===== config.mk =====
export PLATFORM = sky130hd
export DESIGN_NAME = vurp_timing
export DESIGN_NICKNAME = d
export VERILOG_FILES = /design/src/rtl/vurp_pkg.sv /design/src/rtl/vurp_timing.sv
export SDC_FILE = /design/constraint.sdc
export NUM_CORES = 1
export LEC_CHECK = 0
export BUFFER_PORTS_ARGS = -buffer_cell sky130_fd_sc_hd__buf_4
export CORE_ASPECT_RATIO = 1.2
export CORE_MARGIN = 2
export CORE_UTILIZATION = 30
export CTS_BUF_LIST = sky130_fd_sc_hd__clkbuf_8
export CTS_CLUSTER_SIZE = 24
export DETAILED_ROUTE_END_ITERATION = 10
export PLACE_DENSITY = 0.47
export SYNTH_ARGS = -nofsm -noshare
export SYNTH_HDL_FRONTEND = slang
export SYNTH_SLANG_ARGS = --single-unit

===== constraint.sdc =====
create_clock -name clk_i -period 4.2 [get_ports clk_i]
set_input_delay 0.42 -clock clk_i [delete_from_list [all_inputs] [get_ports clk_i]]
set_output_delay 0.42 -clock clk_i [all_outputs]
set_load 0.02 [all_outputs]

===== src/rtl/vurp_pkg.sv =====
// Package for the video unit register port: request codes, register numbers,
// memory sizes and address helpers. No dependencies.
package vurp_pkg;

  localparam int unsigned NameMemDepth    = 2048;
  localparam int unsigned PatternMemDepth = 8192;
  localparam int unsigned SpriteMemDepth  = 256;
  localparam int unsigned PaletteDepth    = 32;

  localparam logic [1:0] ReqRead  = 2'd0;
  localparam logic [1:0] ReqWrite = 2'd1;
  localparam logic [1:0] ReqTick  = 2'd2;

  localparam logic [2:0] RegCtrl   = 3'd0;
  localparam logic [2:0] RegStatus = 3'd2;
  localparam logic [2:0] RegOamAdr = 3'd3;
  localparam logic [2:0] RegOamDat = 3'd4;
  localparam logic [2:0] RegScroll = 3'd5;
  localparam logic [2:0] RegAddr   = 3'd6;
  localparam logic [2:0] RegData   = 3'd7;

  localparam logic [8:0] LastDot      = 9'd340;
  localparam logic [8:0] VblankLine   = 9'd241;
  localparam logic [8:0] PreLine      = 9'd261;
  localparam logic [13:0] PaletteBase = 14'h3f00;
  localparam logic [13:0] PatternTop  = 14'h2000;

  // memory target of one data port address
  typedef enum logic [1:0] {
    TgtPattern = 2'd0,
    TgtName    = 2'd1,
    TgtPalette = 2'd2
  } tgt_e;

  function automatic tgt_e addr_target(input logic [13:0] a);
    if (a < PatternTop) return TgtPattern;
    if (a < PaletteBase) return TgtName;
    return TgtPalette;
  endfunction

  function automatic logic [10:0] name_slot(input logic [13:0] a, input logic mirror_v);
    logic [11:0] off;
    logic        bank;
    off  = a[11:0];
    bank = mirror_v ? off[10] : off[11];
    return {bank, off[9:0]};
  endfunction

  function automatic logic [4:0] pal_slot(input logic [13:0] a);
    logic [4:0] i;
    i = a[4:0];
    if (i[4] && i[1:0] == 2'b00) i[4] = 1'b0;
    return i;
  endfunction

endpackage


===== src/rtl/vurp_timing.sv =====
// Dot and line counter with vblank set and clear events.
// Depends on vurp_pkg.
module vurp_timing (
  input  logic clk_i,
  input  logic rst_ni,
  input  logic tick_i,
  output logic vbl_set_o,
  output logic vbl_clr_o
);
  logic [8:0] dot_q, dot_d, line_q, line_d;
  logic [8:0] dot_inc;

  always_comb begin
    dot_inc = dot_q + 9'd1;
    dot_d   = dot_q;
    line_d  = line_q;
    vbl_set_o = tick_i && line_q == vurp_pkg::VblankLine && dot_inc == 9'd1;
    vbl_clr_o = tick_i && line_q == vurp_pkg::PreLine && dot_inc == 9'd1;
    if (tick_i) begin
      dot_d = dot_inc;
      if (dot_inc > vurp_pkg::LastDot) begin
        dot_d  = '0;
        line_d = (line_q >= vurp_pkg::PreLine) ? 9'd0 : line_q + 9'd1;
      end
    end
  end

  always_ff @(posedge clk_i or negedge rst_ni) begin
    if (!rst_ni) begin
      dot_q  <= '0;
      line_q <= vurp_pkg::PreLine;
    end else begin
      dot_q  <= dot_d;
      line_q <= line_d;
    end
  end

  a_dot_range: assert property (@(posedge clk_i) disable iff (!rst_ni)
    dot_q <= vurp_pkg::LastDot && line_q <= vurp_pkg::PreLine)
    else $error("counter out of range");
  a_set_clr: assert property (@(posedge clk_i) disable iff (!rst_ni)
    !(vbl_set_o && vbl_clr_o)) else $error("vblank set and clear together");
  a_wrap: assert property (@(posedge clk_i) disable iff (!rst_ni)
    tick_i && dot_q == vurp_pkg::LastDot |=> dot_q == 9'd0)
    else $error("dot wrap");
endmodule


Yosys cells after proc, flatten, opt, wreduce, memory -nomap -nowiden
Index checks and enable logic that the tools add are counted.
{"block": "word_totals", "reg_bits": 18, "out_inout_bits": 2, "word_cells": 16}
{"block": "classes", "add_sub_neg": 2, "n_lt_le_gt_ge": 2, "eq_ne": 3, "n_mux": 2, "reduce_logical": 5}
{"cell": "9-bit by 1-bit adder with 9-bit output (second input constant)", "n": 2}
{"cell": "9-bit 2-to-1 mux", "n": 2}
{"cell": "9-bit by 1-bit == test with 1-bit output (second input constant)", "n": 1}
{"cell": "9-bit by 8-bit == test with 1-bit output (second input constant)", "n": 1}
{"cell": "9-bit == test (second input constant)", "n": 1}
{"cell": "9-bit >= comparator (second input constant)", "n": 1}
{"cell": "9-bit greater-than comparator (second input constant)", "n": 1}
{"cell": "1-bit logical AND", "n": 4}
{"cell": "2-bit AND reduction", "n": 1}

Depth between registers and ports, before layout
Gate-level depths: netlist of run 1.
{"block": "depth", "ltp_word": 3, "mapped_depth": 8, "mapped_depth_nobuf": 7}

Least setup slack after synthesis of run 1
Ideal clock, no wire load.
{"block": "synth_path", "path_type": "register -> output", "from": "reg dot_q[0]", "to": "out vbl_clr_o", "arrival_time_ns": 2.070, "required_ns": 3.780, "path_slack_ns": 1.710, "path_stages_with_launch": 7, "path_buffers": 0, "path_cell_list": "dfrtp_1 ha_1 and3_2 xnor2_1 nand4_1 or4_4 nor3_2"}
{"block": "synth_between", "elab_chain_len": 3}
{"item": "from (decl)", "line_no": "vurp_timing.sv:10", "source": "logic [8:0] dot_q, dot_d, line_q, line_d;"}
{"item": "from (signal assigned)", "line_no": "vurp_timing.sv:33", "source": "dot_q <= dot_d;"}
{"item": "9-bit by 1-bit adder with 9-bit output", "line_no": "vurp_timing.sv:14", "source": "dot_inc = dot_q + 9'd1;"}
{"item": "9-bit by 1-bit == test with 1-bit output", "line_no": "vurp_timing.sv:18", "source": "vbl_clr_o = tick_i && line_q == vurp_pkg::PreLine && dot_inc == 9'd1;"}
{"item": "1-bit logical AND", "line_no": "vurp_timing.sv:18"}
{"item": "to (decl)", "line_no": "vurp_timing.sv:8", "source": "output logic vbl_clr_o"}
No other way between the ends.

Worst setup path after layout of run 1
{"block": "layout_path", "from": "reg dot_q[0]", "to": "out vbl_set_o"}
{"block": "layout_between", "elab_chain_len": 3}
{"item": "9-bit by 1-bit adder with 9-bit output", "line_no": "vurp_timing.sv:14"}
{"item": "9-bit by 1-bit == test with 1-bit output", "line_no": "vurp_timing.sv:17", "source": "vbl_set_o = tick_i && line_q == vurp_pkg::VblankLine && dot_inc == 9'd1;"}
{"item": "1-bit logical AND", "line_no": "vurp_timing.sv:17"}
{"item": "to (decl)", "line_no": "vurp_timing.sv:7", "source": "output logic vbl_set_o,"}
No other way between the ends.

==> results of run 1 <==
## final cells by class
type,count,area share
clock buffer,3,0.0289
timing repair buffer,5,0.0263
clock inverter,1,0.00263
tap,56,0.0490
sequential,18,0.318
inverter,7,0.0184
multi-input combinational,107,0.557
## placed cells by master, fill, tap and decap left out, types with 4 or more instances in the layout
cell	n
buf_4	5
and3_1	4
inv_1	8
dfrtp_1	15
o21ai_0	4
nor3_1	4
a22o_1	4
nand2_1	7
ha_1	5
a31oi_1	5
o22ai_1	5
nand3_1	4
nor2_1	6
xnor2_1	5
o2bb2ai_1	4
## kinds of logic (layout without fill, tap and decap cells)
logic type | count (synthesis) | in the layout | synth area share
compound gates | 43 | 43 | 0.234
xor+xnor | 5 | 5 | 0.0325
simple gates | 52 | 52 | 0.263
mux | 2 | 2 | 0.0149
buf+inv | 16 | 16 | 0.0724
flops | 18 | 18 | 0.337
fa+ha+maj | 5 | 5 | 0.0464
## registers in the layout, indices dropped and copies added (netlist names)
register  cells
dot_q         9
line_q        9
## power breakdown
group          leakage (nW)  total [mW]  switching (mW)  internal (mW)
Clock                0.0269       0.128          0.0632         0.0650
Combinational         0.361       0.129          0.0626         0.0659
Sequential            0.212       0.251          0.0548          0.197
## worst register-to-register path: stages, from the launching register on
cell and delay (ns):
dfrtp_1 0.47, ha_1 0.34, nand3_2 0.18, nor4_1 0.31, a31oi_1 0.08, mux2i_1 0.61, buf_4 0.32, nor2b_4 0.08
a22o_1 0.23
## routing by layer
metal	vias up	track usage	share of wire
met5	-	0	0
met4	0	0.0438	0.011
met3	4	0.0174	0.029
met2	18	0.201	0.50
met1	506	0.158	0.46
li1	529	-	-
## path summary, 6_finish.rpt
path / startpoint / end / slack (ns) / cells past startpoint
max in group asynchronous: rst_ni / line_q[8] / 3.92 / 1
min in group clk_i: line_q[0] / line_q[0] / 0.51 / 1
worst min-delay path: rst_ni / dot_q[6] / 0.02 / 1
worst max register to register: dot_q[0] / dot_q[4] / 1.48 / 8
worst max-delay path: dot_q[0] / vbl_set_o / 1.27 / 7
worst min register to register: line_q[0] / line_q[0] / 0.51 / 1
==> impl_results.md, run 1 <==
- Post-route DRC: 0
- Via density: 5.37
- Setup ws final: 1.27 ns
- Post_cts resized: 0
- VDD IR max: 0.135 mV
- Reg area: 454 um^2
- Antenna violations before repair: 0
- Crit end category: primary output
- Vias in the first global route: 1008
- Top cell type's share of synthesized area: 0.279
- Most common cell in the netlist: dfrtp_1
- Initial Util: 0.314
- Clock buffer depth: 2
- CP arrival: 2.51 ns
- Post-CTS setup buffers: 0
- TritonCTS clock tree: built
- Die height: 77.4 um
- Initial DRC count: 80
- Clock slew at reported path FFs: 0.08 ns
- Post-synth EDFFs: 0
- Drt first pass iters: 4
- Largest net degree at the start of global routing: 26
- Multi-input gate area: 796 um^2
- Layout cells sized above 1: 0.163
- Main flop type after synthesis: dfrtp_1
- Non-Filler Instances: 197
- Layout Utilization: 0.333
- Vias post-DR: 1057
- YS warnings: 0
- Total GRT Usage: 0.121
- Final setup fails: 0
- Placed insts: 193
- TNS Setup: 0 ns
- Ys async rst share: 1.00
- Cells after synthesis: 141
- Area growth, synth to finish: 6.04%
- Setup crit start kind: flop
- CP peak stage delay: 0.53 ns
- Total core area: 4290 um^2
- Maximum fanout along the worst path: 8
- Overall power: 0.508 mW
- Crit-path slowest cell: or4_4
- Post-synth top cells: dfrtp_1 (15), inv_1 (7), nand2_1 (7)
- Cell Area, Synth: 1350 um^2
- Diode count: 0
- Final Hold Viols: 0
- Routed wire per std cell: 14.0 um
- Worst-skew pair later-pin latency: 0.26 ns
- Post-Syn Nets: 149
- Seq cells post-synth: 18
- Max Cap Viol: 0
- Syn avg cell area: 9.56 um^2
- Pleak: 0.600 nW
- Top post-synthesis cells by area: dfrtp_1 (28%), dfstp_2 (5.8%), ha_1 (4.6%)
- Crit path buffers/inverters: 1
- F_max: 0.341 GHz
- Minimum hold slack: 0.0234 ns
- Clock root cell: clkbuf_8
- Worst-path cell chain: ha_1 -> and3_2 -> xnor2_1 -> nand4_1 -> or4_4 -> nor4_4 -> buf_4
- Final wirelength: 2.75 mm
- Routability congestion estimate: 0.875
- Post-DP Area: 1380 um^2
- IO Port Bufs: 4
- Antenna viol nets, final: 0
- Nets: 150
- First-pass GRT wire length: 4.77 mm
- Top-level I/O count: 5
- Cell taking the most area after synthesis: dfrtp_1
- Die area: 5050 um^2
- Die X: 65.2 um
- Worst EP required: 3.78 ns
- # clock sinks: 18
- DP HPWL: 1.99 mm
- H-tree levels: 1
- RSZ-0062 raised after global routing: no
- Final period util: 0.699
- # fillers: 455
- Critical path's top delay family: simple AND/OR/NAND/NOR gates
- Worst-Margin Slew: 0.736 ns
- Worst hold path type: in2async
- Status: finished clean
- Cts hold-fix bufs: 0
- Slew Limit Fails: 0
- CTS buffer count: 3
- Worst rel slew slack: 0.495
- Tmin final: 2.93 ns
- Clock skew: 0.00329 ns
- P per Cell Area: 356 nW/um^2
- Part of the Yosys area used for sequential elements: 0.337
- Dpl ws: 1.55 ns
- Post-synth cell types: 53
- Grt ovf: 0
- Fin area: 1430 um^2
- Critical path type: reg2out
- Cell row count: 26
(Power assumes the default switching activity.)
==> run 2: changes to the inputs <==
clock period = 2.9 ns   (was 4.2 ns; I/O delays follow)
==> run 2 against run 1 <==
  * Register-to-register slack lost 0.77 ns
  * Die area is the same
  * Setup slack lost 1.1 ns
  * Via count fell by 0.38%
  * Non-clock buffer count grew 2
  * Global-route usage grew 0.42 points
  * Final cell count rose by 1.0%
  * Power up 44%
  * Largest power group unchanged
==> impl_results.md, run 2 (synthesis results as in run 1) <==
- First-pass GRT wire length: 5.00 mm
- Die area: 5050 um^2
- Final period util: 0.942
- TNS Setup: 0 ns
- Initial DRC count: 53
- GR Layer Usage met2: 0.198
- Total core area: 4290 um^2
- Worst EP required: 2.61 ns
- Maximum fanout along the worst path: 8
- Crit-path slowest cell: or4_4
- Total GRT Usage: 0.125
- Antenna violations before repair: 0
- Final Hold Viols: 0
- Worst hold path type: in2reg
- Worst reg-to-reg setup slack: 0.71 ns
- Crit end category: primary output
- Worst rel slew slack: 0.776
- Critical path type: reg2out
- VDD IR max: 0.167 mV
- Vias post-DR: 1053
- Top-level I/O count: 5
- Post-CTS setup buffers: 0
- Status: finished clean
- Final setup fails: 0
- Nets: 152
- Grt ovf: 0
- GR Util met3: 0.0217
- CP arrival: 2.44 ns
- CTS buffer count: 3
- Tmin final: 2.73 ns
- Met1 global-route usage: 0.170
- Hold_sp: tick_i
- Vias in the first global route: 1029
- # fillers: 460
- P per Cell Area: 506 nW/um^2
- IO Port Bufs: 4
- F_max: 0.366 GHz
- DP HPWL: 2.01 mm
- Via density: 5.29
- Worst reg2reg path startpoint: dot_q[1]
- Clock root cell: clkbuf_8
- Worst-path cell chain: ha_2 -> and3_2 -> xnor2_1 -> nand4_1 -> or4_4 -> nor4_4 -> buf_4
- Most common cell after layout, fill and taps aside: dfrtp_1
- Post-route DRC: 0
- Worst Reg-to-Reg Cells: 8
- R2r endpoint: dot_q[2]
- Routability congestion estimate: 0.771
- Diode count: 0
- Worst-Margin Slew: 0.335 ns
- # clock sinks: 18
- Area growth, synth to finish: 7.71%
- Commonest cells after routing, fill and taps aside: dfrtp_1 (15), inv_1 (8), nand2_1 (7), buf_4 (6)
- RSZ-0062 raised after global routing: no
- CP peak stage delay: 0.53 ns
- TritonCTS clock tree: built
- Die height: 77.4 um
- Clock slew at reported path FFs: 0.07 ns
- Most used routing layer: met2
- Slew Limit Fails: 0
- Largest net degree at the start of global routing: 26
- Setup ws final: 0.168 ns
- Pleak: 0.608 nW
- Drt first pass iters: 4
- Die X: 65.2 um
- Fin area: 1450 um^2
- Max Cap Viol: 0
- Cell row count: 26
- Final wirelength: 2.85 mm
- Crit path buffers/inverters: 1
- Worst-skew pair later-pin latency: 0.26 ns
- Top Registers: dot_q: 9 flops, line_q: 9 flops
- Initial Util: 0.314
- Clock skew: 0.00483 ns
- Critical path's top delay family: simple AND/OR/NAND/NOR gates
- Dpl ws: 0.385 ns
- Hold path depth: 3
- Routed wire per std cell: 14.3 um
- H-tree levels: 1
- Hold EP: dot_q[1]
- Post-DP Area: 1390 um^2
- Clock buffer depth: 2
- Antenna viol nets, final: 0
- Layout cells sized above 1: 0.182
- Setup crit start kind: flop
run 2: changes by cell type in the layout (fill, tap and decap cells not counted), sizes merged:
cell         change
dlygate4sd3      +1
buf              +1
run 2: metrics by stage:
stage          instances   util  power [mW]  hold WS [ns]
5_1_grt              199  0.338       0.788         0.460
3_3_place_gp         194  0.324       0.550         0.183
3_5_place_dp         194  0.324       0.554         0.188
6_report             199  0.338       0.734         0.433
4_1_cts              199  0.337       0.746         0.437
2_1_floorplan        141      -       0.545      -0.00559
run 2: how the worst max path moves through the flow:
stage | startpoint | endpoint | slack, ns | cells past startpoint
after floorplan | dot_q[0] | vbl_clr_o | 0.54 | 6
after global placement | dot_q[0] | vbl_set_o | 0.43 | 7
after detailed placement | dot_q[0] | vbl_set_o | 0.39 | 7
after CTS | dot_q[0] | vbl_set_o | 0.08 | 7
after global routing | dot_q[0] | vbl_set_o | 0.001 | 7
final | dot_q[0] | vbl_set_o | 0.17 | 7
run 2: tightest hold or removal path, delay by kind of cell:
kind                   cells  cell delay (ns)
and+or+nand+nor            1             0.09
buffers and inverters      1             0.20
AOI/OAI and AO/OA          1             0.06
run 2: final cells by class:
cell class | count | area (um^2) | share of cell area
clock buffers | 3 | 41.3 | 0.0284
clock inverters | 1 | 3.75 | 0.00259
inverters | 7 | 26.3 | 0.0181
multi-input cells | 107 | 801 | 0.552
flip-flops and latches | 18 | 454 | 0.313
well taps | 56 | 70.1 | 0.0483
repair buffers | 7 | 55.1 | 0.0379
run 2: metal layers:
metal	part of all wire	wire length, um	up-vias
met4	0.014	41	0
met2	0.49	1400	7
met3	0.016	45	4
met5	0	0	-
li1	-	-	533
met1	0.48	1370	509
run 2: power breakdown:
group | switching (mW) | internal (mW) | leakage (nW) | total, mW
sequential | 0.0798 | 0.285 | 0.212 | 0.365
clock | 0.0880 | 0.0941 | 0.0269 | 0.182
combinational | 0.0904 | 0.0967 | 0.369 | 0.187
total | 0.258 | 0.476 | 0.608 | 0.734
run 2: repair_timing:
item / CTS / global route
hold endpoints to repair: 15 / 0
hold buffers: 1 / 0
resized for setup: 0 / 2
setup endpoints to repair: 0 / 2
==> run 3: changes to the inputs <==
ABC_AREA = 1   (was not set)
PLACE_DENSITY = not set   (was 0.47)
==> run 3 against run 2 <==
  * Clock power is 3% lower
  * First-iteration DRC count is 62% higher
  * Worst hold slack worse by 0.031 ns
  * Sequential share of layout area is 0.33 points higher
  * Critical endpoint is now vbl_clr_o
  * Sequential power is 11% lower
  * Power is 8.8% lower
==> impl_results.md, run 3 <==
- Clock root cell: clkbuf_8
- Clock slew at reported path FFs: 0.07 ns
- Pleak: 0.714 nW
- YS warnings: 0
- Vias post-DR: 1160
- Part of the Yosys area used for sequential elements: 0.342
- NetSw: 0.233 mW
- Most used routing layer: met2
- VDD IR max: 0.208 mV
- Maximum fanout along the worst path: 6
- Crit end category: primary output
- Syn avg cell area: 6.99 um^2
- Dpl ws: 0.735 ns
- Top Registers: dot_q: 9 flops, line_q: 9 flops
- Most common cell in the netlist: nand2_1
- IO Port Bufs: 4
- Cell Area, Synth: 1330 um^2
- Total core area: 4260 um^2
- Total GRT Usage: 0.124
- Final Hold Viols: 0
- Initial Util: 0.312
- Final wirelength: 2.86 mm
- Vias in the first global route: 1135
- RSZ-0062 raised after global routing: no
- Area growth, synth to finish: 8.20%
- Worst-skew pair later-pin latency: 0.25 ns
- Post-synth cell types: 28
- Post-synthesis xor/xnor area fraction: 0.0452
- GR Util met3: 0.0176
- CTS buffer count: 3
- Main flop type after synthesis: dfrtp_1
- Worst rel slew slack: 0.657
- Die height: 76.9 um
- Worst reg-to-reg setup slack: 0.73 ns
- Worst reg2reg path startpoint: dot_q[1]
- Clock buffer depth: 2
- Ys async rst share: 1.00
- Setup ws final: 0.571 ns
- Synth Area in Simple Gates: 0.439
- Top-level I/O count: 5
- Post_cts resized: 0
- Post-synthesis mux area share: 0
- Top post-synthesis cells by area: dfrtp_1 (28%), nand2_1 (17%), nand3_1 (7.5%)
- Final setup fails: 0
- Commonest cells after routing, fill and taps aside: nand2_1 (60), inv_1 (21), nand3_1 (20), nor2_1 (19), dfrtp_1 (15)
- Via density: 4.66
- Antenna viol nets, final: 0
- Critical path type: reg2out
- TNS Setup: 0 ns
- Clock Power Share: 0.265
- Nets: 202
- Cell taking the most area after synthesis: dfrtp_1
- Die area: 4980 um^2
- Combinational Power Share: 0.251
- Grt ovf: 0
- Worst-Margin Slew: 0.513 ns
- First-pass GRT wire length: 4.96 mm
- Most common cell after layout, fill and taps aside: nand2_1
- Final period util: 0.803
- Layout Utilization: 0.337
- Top cell type's share of synthesized area: 0.283
- Cells after synthesis: 190
- TritonCTS clock tree: built
- Diode count: 0
- P per Cell Area: 466 nW/um^2
- Max Cap Viol: 0
- # clock sinks: 18
- Adder-Cell Fraction of Synth Area: 0.0471
- Cell row count: 26
- Hold_sp: tick_i
- Status: finished clean
- Post-synth top cells: nand2_1 (60), inv_1 (20), nand3_1 (20)
- Setup crit start kind: flop
- Die X: 64.7 um
- # fillers: 462
- CP arrival: 2.04 ns
- Overall power: 0.669 mW
- Hold path depth: 3
- Pint: 0.436 mW
- Multi-input gate area: 748 um^2
- Reg power frac: 0.484
- Compound-gate portion of the synthesized area: 0.0320
- Post-synth EDFFs: 0
- Routed wire per std cell: 11.5 um
- Layout cells sized above 1: 0.119
- Post-route DRC: 0
- DP HPWL: 2.05 mm
- Largest family of logic cells by synthesized area: simple AND/OR/NAND/NOR gates
- Worst EP required: 2.61 ns
- Worst hold path type: in2reg
- Slew Limit Fails: 0
- Switching Fraction: 0.349
- Worst-path cell chain: ha_1 -> nand2_2 -> nor2_2 -> nand2_1 -> xnor2_2 -> nor2_1 -> nand3_1 -> nor3_1 -> buf_4
- F_max: 0.429 GHz
- R2r endpoint: dot_q[6]
- Drt first pass iters: 4
- Tmin final: 2.33 ns
- Routability congestion estimate: 0.832
- Met1 global-route usage: 0.156
- Seq cells post-synth: 18
- GR Layer Usage met2: 0.212
- Antenna violations before repair: 0
- Clock skew: 0.00483 ns
- CP peak stage delay: 0.43 ns
- Hold EP: line_q[0]
- Largest net degree at the start of global routing: 21
- Reg area: 454 um^2
- Post-Syn Nets: 198
- Initial DRC count: 86
- H-tree levels: 1
- Worst Reg-to-Reg Cells: 10
- Crit-path slowest cell: dfrtp_1
-- run 3: changes by cell type in the layout (fill, tap and decap cells not counted), moves of 5 or more --
cell     before  now
inv_1         8   21
nand2_1       7   60
nand2_2       0    7
nand3_1       4   20
nand4_1       3   11
nor2_1        5   19
o22ai_1       5    0
-- run 3: metrics by stage --
stage,cells,instance area (um^2),hold slack (ns)
6_report,249,1440,0.401
5_1_grt,249,1440,0.403
4_1_cts,249,1440,0.393
3_5_place_dp,244,1380,0.182
3_3_place_gp,244,1380,0.177
2_1_floorplan,190,1330,-0.00559
-- run 3: worst max-delay path by stage --
stage	startpoint	to	slack [ns]
after floorplan	dot_q[1]	vbl_clr_o	0.96
after global placement	dot_q[0]	dot_q[8]	0.77
after detailed placement	dot_q[1]	dot_q[6]	0.74
after CTS	dot_q[1]	vbl_clr_o	0.56
after global routing	dot_q[1]	vbl_clr_o	0.40
final	dot_q[1]	vbl_clr_o	0.57
-- run 3: cell type report --
type | count | area share
Inverter | 21 | 0.0549
Sequential cell | 18 | 0.316
Tap cell | 56 | 0.0488
Multi-Input combinational cell | 145 | 0.521
Timing Repair Buffer | 5 | 0.0279
Clock inverter | 1 | 0.00261
Clock buffer | 3 | 0.0287
-- run 3: logic make-up (layout without fill, tap and decap cells) --
logic type / count (synthesis) / count (layout)
and+or+nand+nor: 127 / 127
xor gates and xnor gates: 6 / 6
AOI/OAI and AO/OA: 7 / 7
buffers and inverters: 27 / 30
DFF: 18 / 18
adders and majority gates: 5 / 5
-- run 3: timing repair --
item / 4_1_cts / 5_1_grt
hold buffers: 1 / 0
buffers inserted: 0 / 0
endpoints found under the hold margin: 15 / 0
-- run 3: routing by layer --
metal | up-vias | part of all wire
met4 | 0 | 0.017
met3 | 6 | 0.029
met2 | 21 | 0.47
met5 | - | 0
li1 | 615 | -
met1 | 518 | 0.48
-- run 3: worst max-delay path, delay by kind of cell, from the launching register on --
kind | cells | cell delay, ns
xor gates and xnor gates | 1 | 0.16
and+or+nand+nor | 6 | 0.77
buffers and inverters | 1 | 0.20
DFF | 1 | 0.43
adders and majority gates | 1 | 0.24
-- run 3: power groups by stage --
stage / Combinational (mW) / Clock, mW / Sequential, mW
2_1_floorplan: 0.137 / 0 / 0.317
3_3_place_gp: 0.166 / 0 / 0.327
3_5_place_dp: 0.168 / 0 / 0.326
4_1_cts: 0.169 / 0.188 / 0.323
5_1_grt: 0.191 / 0.203 / 0.329
6_report: 0.168 / 0.177 / 0.324
